===== config.mk =====
export PLATFORM = sky130hd
export DESIGN_NAME = dfma_round
export DESIGN_NICKNAME = d
export VERILOG_FILES = /design/src/rtl/dfma_pkg.sv /design/src/rtl/dfma_round.sv
export SDC_FILE = /design/constraint.sdc
export NUM_CORES = 2
export LEC_CHECK = 0
export BUFFER_PORTS_ARGS = -buffer_cell sky130_fd_sc_hd__buf_2
export CAP_MARGIN = 20
export CORE_AREA = 2 2 362 274
export DETAILED_ROUTE_END_ITERATION = 8
export DIE_AREA = 0 0 364 276
export PLACE_DENSITY_LB_ADDON = 0.08
export SLEW_MARGIN = 20
export SYNTH_ARGS = -nofsm -noshare
export SYNTH_HDL_FRONTEND = slang
export SYNTH_SLANG_ARGS = --single-unit
export TNS_END_PERCENT = 1

===== constraint.sdc =====
create_clock -name clk -period 5.9 [get_ports clk]
set_input_delay 1.77 -clock clk [delete_from_list [all_inputs] [get_ports clk]]
set_output_delay 1.77 -clock clk [all_outputs]
set_load 0.03 [all_outputs]

===== src/rtl/dfma_pkg.sv =====
// ----------------------------------------------------------------------------
// dfma_pkg: shared types and constants for the binary64 fused multiply-add
// Holds the IEEE 754 binary64 encoding constants, the leading-one search
// and the transaction record passed from the datapath to the rounding stages.
// ----------------------------------------------------------------------------
package dfma_pkg;

    localparam logic [63:0] INF_BITS    = 64'h7FF0_0000_0000_0000;
    localparam logic [63:0] QUIET_BIT   = 64'h0008_0000_0000_0000;
    localparam logic [63:0] DEFAULT_NAN = 64'hFFF8_0000_0000_0000;
    localparam logic [10:0] EXP_ALL_ONE = 11'h7FF;

    // Exponent arithmetic is carried in 14-bit two's complement.
    typedef logic signed [13:0] dfma_exp_t;

    // One transaction on its way into the rounding pipeline.
    typedef struct packed {
        logic         valid;
        logic         last;
        logic         bypass;
        logic [63:0]  bypass_val;
        logic         sign;
        logic [127:0] mag;
        dfma_exp_t    exp;
    } dfma_rnd_t;

    // Index of the most significant set bit; zero when the word is zero.
    function automatic logic [6:0] dfma_top(input logic [127:0] x);
        logic [6:0] t;
        t = 7'd0;
        for (int i = 0; i < 128; i++) begin
            if (x[i]) begin
                t = 7'(i);
            end
        end
        return t;
    endfunction

endpackage


===== src/rtl/dfma_round.sv =====
// ----------------------------------------------------------------------------
// dfma_round: normalise and round to binary64
// Four register stages: leading-one search, exponent and tiny detection,
// shift with guard and sticky, then increment, overflow check and packing.
// ----------------------------------------------------------------------------
module dfma_round
(
    input  logic                 clk,
    input  logic                 rst_n,
    input  dfma_pkg::dfma_rnd_t  rin,
    output logic [63:0]          sum_bits,
    output logic                 last_out,
    output logic                 done
);
    import dfma_pkg::*;

    localparam dfma_exp_t EMIN_SUB = -14'sd1074;
    localparam dfma_exp_t BIAS     = 14'sd1023;
    localparam dfma_exp_t EMAX_B   = 14'sd2046;

    // Stage A: leading one of the magnitude.
    dfma_rnd_t  a_reg;
    logic [6:0] a_top_reg;

    // Stage B: shift amount, tiny flag and biased exponent.
    dfma_rnd_t  b_reg;
    dfma_exp_t  b_shift_reg;
    dfma_exp_t  b_bexp_reg;
    logic       b_tiny_reg;

    // Stage C: truncated significand and round-up decision.
    logic        c_valid_reg;
    logic        c_last_reg;
    logic        c_bypass_reg;
    logic [63:0] c_bypass_val_reg;
    logic        c_sign_reg;
    logic [63:0] c_q_reg;
    logic        c_inc_reg;
    logic        c_tiny_reg;
    dfma_exp_t   c_bexp_reg;

    logic [63:0] sum_bits_reg;
    logic        last_out_reg;
    logic        done_reg;

    dfma_exp_t   b_s_next;
    dfma_exp_t   b_lim_next;
    dfma_exp_t   b_top_s;

    logic [63:0] c_q_next;
    logic        c_inc_next;
    logic [6:0]  c_sh;
    logic [6:0]  c_shm1;
    logic [127:0] c_qw;
    logic [127:0] c_mask;

    logic [63:0] o_qr;
    logic [63:0] o_enc;
    logic [63:0] o_exp_field;
    logic [63:0] sum_bits_next;

    // Stage A and B records carry their valid bits; later valid bits follow.
    always_ff @(posedge clk or negedge rst_n)
    begin
        if (!rst_n)
        begin
            a_reg       <= '0;
            b_reg       <= '0;
            c_valid_reg <= 1'b0;
            done_reg    <= 1'b0;
        end
        else
        begin
            a_reg       <= rin;
            b_reg       <= a_reg;
            c_valid_reg <= b_reg.valid;
            done_reg    <= c_valid_reg;
        end
    end

    // Stage B logic: choose the rounding position.
    always_comb
    begin
        b_top_s    = dfma_exp_t'({7'd0, a_top_reg});
        b_s_next   = b_top_s - 14'sd52;
        b_lim_next = EMIN_SUB - a_reg.exp;
    end

    // Stage C logic: shift right, keeping guard and sticky.
    always_comb
    begin
        c_sh     = b_shift_reg[6:0];
        c_shm1   = c_sh - 7'd1;
        c_qw     = b_reg.mag >> c_sh;
        c_mask   = (128'd1 << c_shm1) - 128'd1;
        c_q_next = 64'd0;
        c_inc_next = 1'b0;
        if (b_shift_reg <= 14'sd0)
        begin
            c_q_next = 64'(b_reg.mag << (7'(-b_shift_reg)));
        end
        else if (b_shift_reg >= 14'sd128)
        begin
            c_q_next = 64'd0;
        end
        else
        begin
            c_q_next   = c_qw[63:0];
            c_inc_next = b_reg.mag[c_shm1] &&
                         (((b_reg.mag & c_mask) != 128'd0) || c_qw[0]);
        end
    end

    // Output stage logic: increment and pack.
    always_comb
    begin
        o_qr        = c_q_reg + {63'd0, c_inc_reg};
        o_exp_field = {c_bexp_reg[11:0] - 12'd1, 52'd0};
        if (c_tiny_reg)
        begin
            o_enc = o_qr;
        end
        else if (c_bexp_reg > EMAX_B)
        begin
            o_enc = INF_BITS;
        end
        else
        begin
            o_enc = o_exp_field + o_qr;
        end
        if (o_enc >= INF_BITS)
        begin
            o_enc = INF_BITS;
        end
        if (c_bypass_reg)
        begin
            sum_bits_next = c_bypass_val_reg;
        end
        else
        begin
            sum_bits_next = {c_sign_reg, 63'd0} | o_enc;
        end
    end

    // Datapath registers.
    always_ff @(posedge clk)
    begin
        a_top_reg        <= dfma_top(rin.mag);

        b_tiny_reg       <= (b_lim_next > b_s_next);
        b_shift_reg      <= (b_lim_next > b_s_next) ? b_lim_next : b_s_next;
        b_bexp_reg       <= b_top_s + a_reg.exp + BIAS;

        c_last_reg       <= b_reg.last;
        c_bypass_reg     <= b_reg.bypass;
        c_bypass_val_reg <= b_reg.bypass_val;
        c_sign_reg       <= b_reg.sign;
        c_q_reg          <= c_q_next;
        c_inc_reg        <= c_inc_next;
        c_tiny_reg       <= b_tiny_reg;
        c_bexp_reg       <= b_bexp_reg;

        sum_bits_reg     <= sum_bits_next;
        last_out_reg     <= c_last_reg;
    end

    assign sum_bits = sum_bits_reg;
    assign last_out = last_out_reg;
    assign done     = done_reg;

endmodule


==> summary.txt <==
Clocking
  – Clock sink total: 656
  – # Post-CTS Setup Buffers: 0
  – Htree depth: 2
  – Root Buffer: clkbuf_16
  – Clock slew at reported path FFs: 80 ps
  – CTS tree: built
  – TritonCTS Buffers: 59
  – Clock latency on the worst-skew pair: 670 ps
  – Max clock buf depth: 3

Pwr
  – Largest vdd supply drop: 0.298 mV
  – PwrDens: 512 mW/mm2
  – Leakage: 19.3 nW
  – Total Power: 23.5 mW

Route
  – Routed WL: 205 mm
  – DRC viols: 0
  – DR vias: 38100
  – Post-route ant nets: 0
  – WL/cell: 34.2 um
  – DRT iter0 DRCs: 6535
  – DR pass1 iterations: 6
  – Vias/cell: 6.34

Min path
  – Hold Path Class: register to register
  – Min-delay src: a_reg[17]$_DFF_PN0_

Worst setup path
  – R2R setup slack: 60 ps
  – Critical path type: register to register
  – Worst path arrival time: 6290 ps
  – Critical path depth: 17
  – Buffers plus inverters on the worst setup path: 5
  – Crit end category: register
  – Worst-path cell chain: buf_4 -> buf_4 -> mux2i_2 -> a221oi_1 -> nor2_1 -> o32ai_1 -> nor4_1 -> buf_4 -> o21ai_0 -> buf_4 -> nor4_1 -> nand4_1 -> nor4_1 -> buf_4 -> nand4_1 -> and4b_1 -> a21oi_1
  – Nature of the critical path startpoint: register
  – R2r endpoint: c_inc_reg$_SDFF_PP0_
  – Slowest cell on crit path: mux2i_2
  – Cells on worst reg2reg path: 17
  – Most frequent CP cell: buf_4
  – CP startpoint: b_shift_reg[1]$_DFF_P_
  – RR Startpoint: b_shift_reg[1]$_DFF_P_
  – CP endpoint: c_inc_reg$_SDFF_PP0_
  – Crit Path Max Fanout: 59
  – Top delay family on crit path: simple AND/OR/NAND/NOR gates
  – Required time of the critical path: 6350 ps
  – CP peak stage delay: 710 ps

Place
  – Placed Instances: 5890
  – Post-placement setup slack: 40.4 ps
  – IO Port Bufs: 277
  – DP HPWL: 165 mm
  – Routability cong.: 1.12

STA
  – Rel. slew slack: 16.8%
  – Slew Limit Fails: 0
  – Slew @ Worst Pin: 1240 ps
  – Tmin final: 5840 ps
  – Unrepaired setup endpoints after global routing: yes
  – Final hold violation count: 0
  – Fin Clk Skew: 25.4 ps
  – Fin crit share: 98.9%
  – Sum Neg Setup Slack: 0 ps
  – Max Clk Rate: 171 MHz
  – Setup slack after layout: 62.6 ps
  – Endpoints failing setup: 0

Yosys
  – Post-synthesis adder-cell area fraction: 1.99%
  – Xor-xnor portion of the synthesized cell area: 3.47%
  – Post-Synth Simple-Gate Area: 16.6%
  – Syn_area_per_cell: 9.22 um2
  – Syn Inst Count: 4178
  – Largest family of logic cells by synthesized area: multiplexers
  – Post-synth ARST share: 62.2%
  – Post-Synthesis Net Count: 4450
  – EDFF count, synth: 0
  – Synth Warn #: 0
  – Mux contribution to synthesized area: 18.3%
  – Compound-Gate Fraction of Synth Area: 16.3%
  – Post-Syn Area: 0.0385 mm2
  – Synth cell types: 93
  – Sequential-to-total area share from yosys stat: 39.4%
  – Synthesized flop and latch total: 656
  – Post-synth top flop: dfrtp_1

Die
  – Number of core rows: 99
  – Die Y: 276 um
  – Core area: 0.0967 mm2
  – Die width: 364 um
  – DIE AREA: 0.100 mm2
  – I/O pins: 278
  – Initial core utilization: 39.8%

GRT
  – First-pass GRT wire length: 281 mm
  – Initial antenna violation count: 24
  – Vias in the first global route: 35100
  – GRT overflow: 0
  – Largest net degree at the start of global routing: 103
  – Total GRT Usage: 39.9%

Layout
  – Share of cells above drive strength 1: 23.8%
  – Fillers: 9333
  – Number of flip-flops under the largest register name: 210
  – Final net count: 4911
  – Finished Layout Cells: 6011
  – Finished Core Util: 47.4%
  – Layout area overhead: 19.0%

Flow run
  – Max-cap violations: 0

Outcome
  – Status: complete, no violations
-- worst min-delay path by stage --
stage	slack (ps)	cells past startpoint	end
2_1_floorplan	310	0	c_bexp_reg[0]$_DFF_P_
3_3_place_gp	310	0	last_out$_DFF_P_
3_5_place_dp	310	0	c_bexp_reg[0]$_DFF_P_
4_1_cts	330	0	c_bexp_reg[0]$_DFF_P_
5_1_grt	330	0	b_reg[107]$_DFF_PN0_
6_report	320	0	b_reg[17]$_DFF_PN0_
-- worst register-to-register path, cell delays in order (launching register included) --
cell	delay, ps
dfxtp_4	530
buf_4	710
buf_4	530
mux2i_2	730
a221oi_1	350
nor2_1	310
o32ai_1	140
nor4_1	230
buf_4	220
o21ai_0	110
buf_4	160
nor4_1	180
nand4_1	270
nor4_1	260
buf_4	170
nand4_1	160
and4b_1	340
a21oi_1	220
-- synth_stat cells (56+ instances only) --
cell      count  area, um2
o21ai_0     340       1700
nand2_1     584       2190
o22ai_1      70        438
mux2_2      132       1490
nand3_1     105        526
clkbuf_1    172        646
ha_1         58        726
o211ai_1     56        420
nor2_1      367       1380
inv_1       123        462
nor3_1       91        455
a21oi_1     211       1060
mux2i_1     238       2380
buf_1        59        221
xnor2_1     104        911
dfxtp_1     248       4960
dfrtp_1     408      10200
mux4_2      141       3180
-- per-layer routing --
metal,global-route usage (%),vias to the layer above,share of wire [%]
li1,-,16200,-
met2,47.1,2743,35
met3,21.6,316,17
met1,60.3,18900,45
met5,0.956,-,0.074
met4,10.6,6,3.1
-- cell type report --
type,count,area [um2],area share (%)
Timing Repair Buffer,663,4480,9.78
Tap cell,1313,1640,3.58
Antenna cell,9,22.5,0.0491
Inverter,127,487,1.06
Clock inverter,33,360,0.786
Sequential cell,656,15200,33.1
Clock buffer,78,1660,3.62
Multi-Input combinational cell,3132,22000,48.0
-- what timing repair did --
action                                  CTS  global route
hold buffers                              0             0
endpoints found under the setup margin    0            55
resized for setup                         0            13
endpoints found under the hold margin     0             0
-- cells by family after synthesis --
logic type | count (synthesis)
AND/OR/NAND/NOR | 1416
buffers and inverters | 391
AO/OA/AOI/OAI | 993
flip-flops | 656
adder cells (fa/ha/maj) | 60
XOR/XNOR | 151
multiplexers | 511
-- where the power goes --
part           internal [mW]  switching, mW  leakage [nW]
Combinational           4.85           9.26          11.5
Sequential              4.93          0.456          6.82
Clock                   2.19           1.78         0.980
-- placed cells by master (no fill, tap or decap), drive strengths merged, types with 19 or more instances in the layout --
master	instances
o2111ai	22
o221ai	19
ha	58
a31oi	28
o211ai	56
dfxtp	248
nand4	49
o22ai	70
inv	130
mux2i	238
nor2	367
or3	23
a21oi	211
buf	663
mux2	132
xnor2	105
clkbuf	78
a211oi	34
nand2	586
mux4	141
clkinv	20
xor2	46
o21ai	344
dfrtp	408
nor2b	27
and3	29
nor3	94
nand3	107
nor4	42
-- per-stage QoR --
step                hold WS [ps]  cell area [um2]
floorplan                    310            38500
global placement             311            43700
detailed placement           312            43700
CTS                          327            45800
global route                 329            45800
finish                       320            45800
Note: power is estimated with default switching activity, not from simulation.
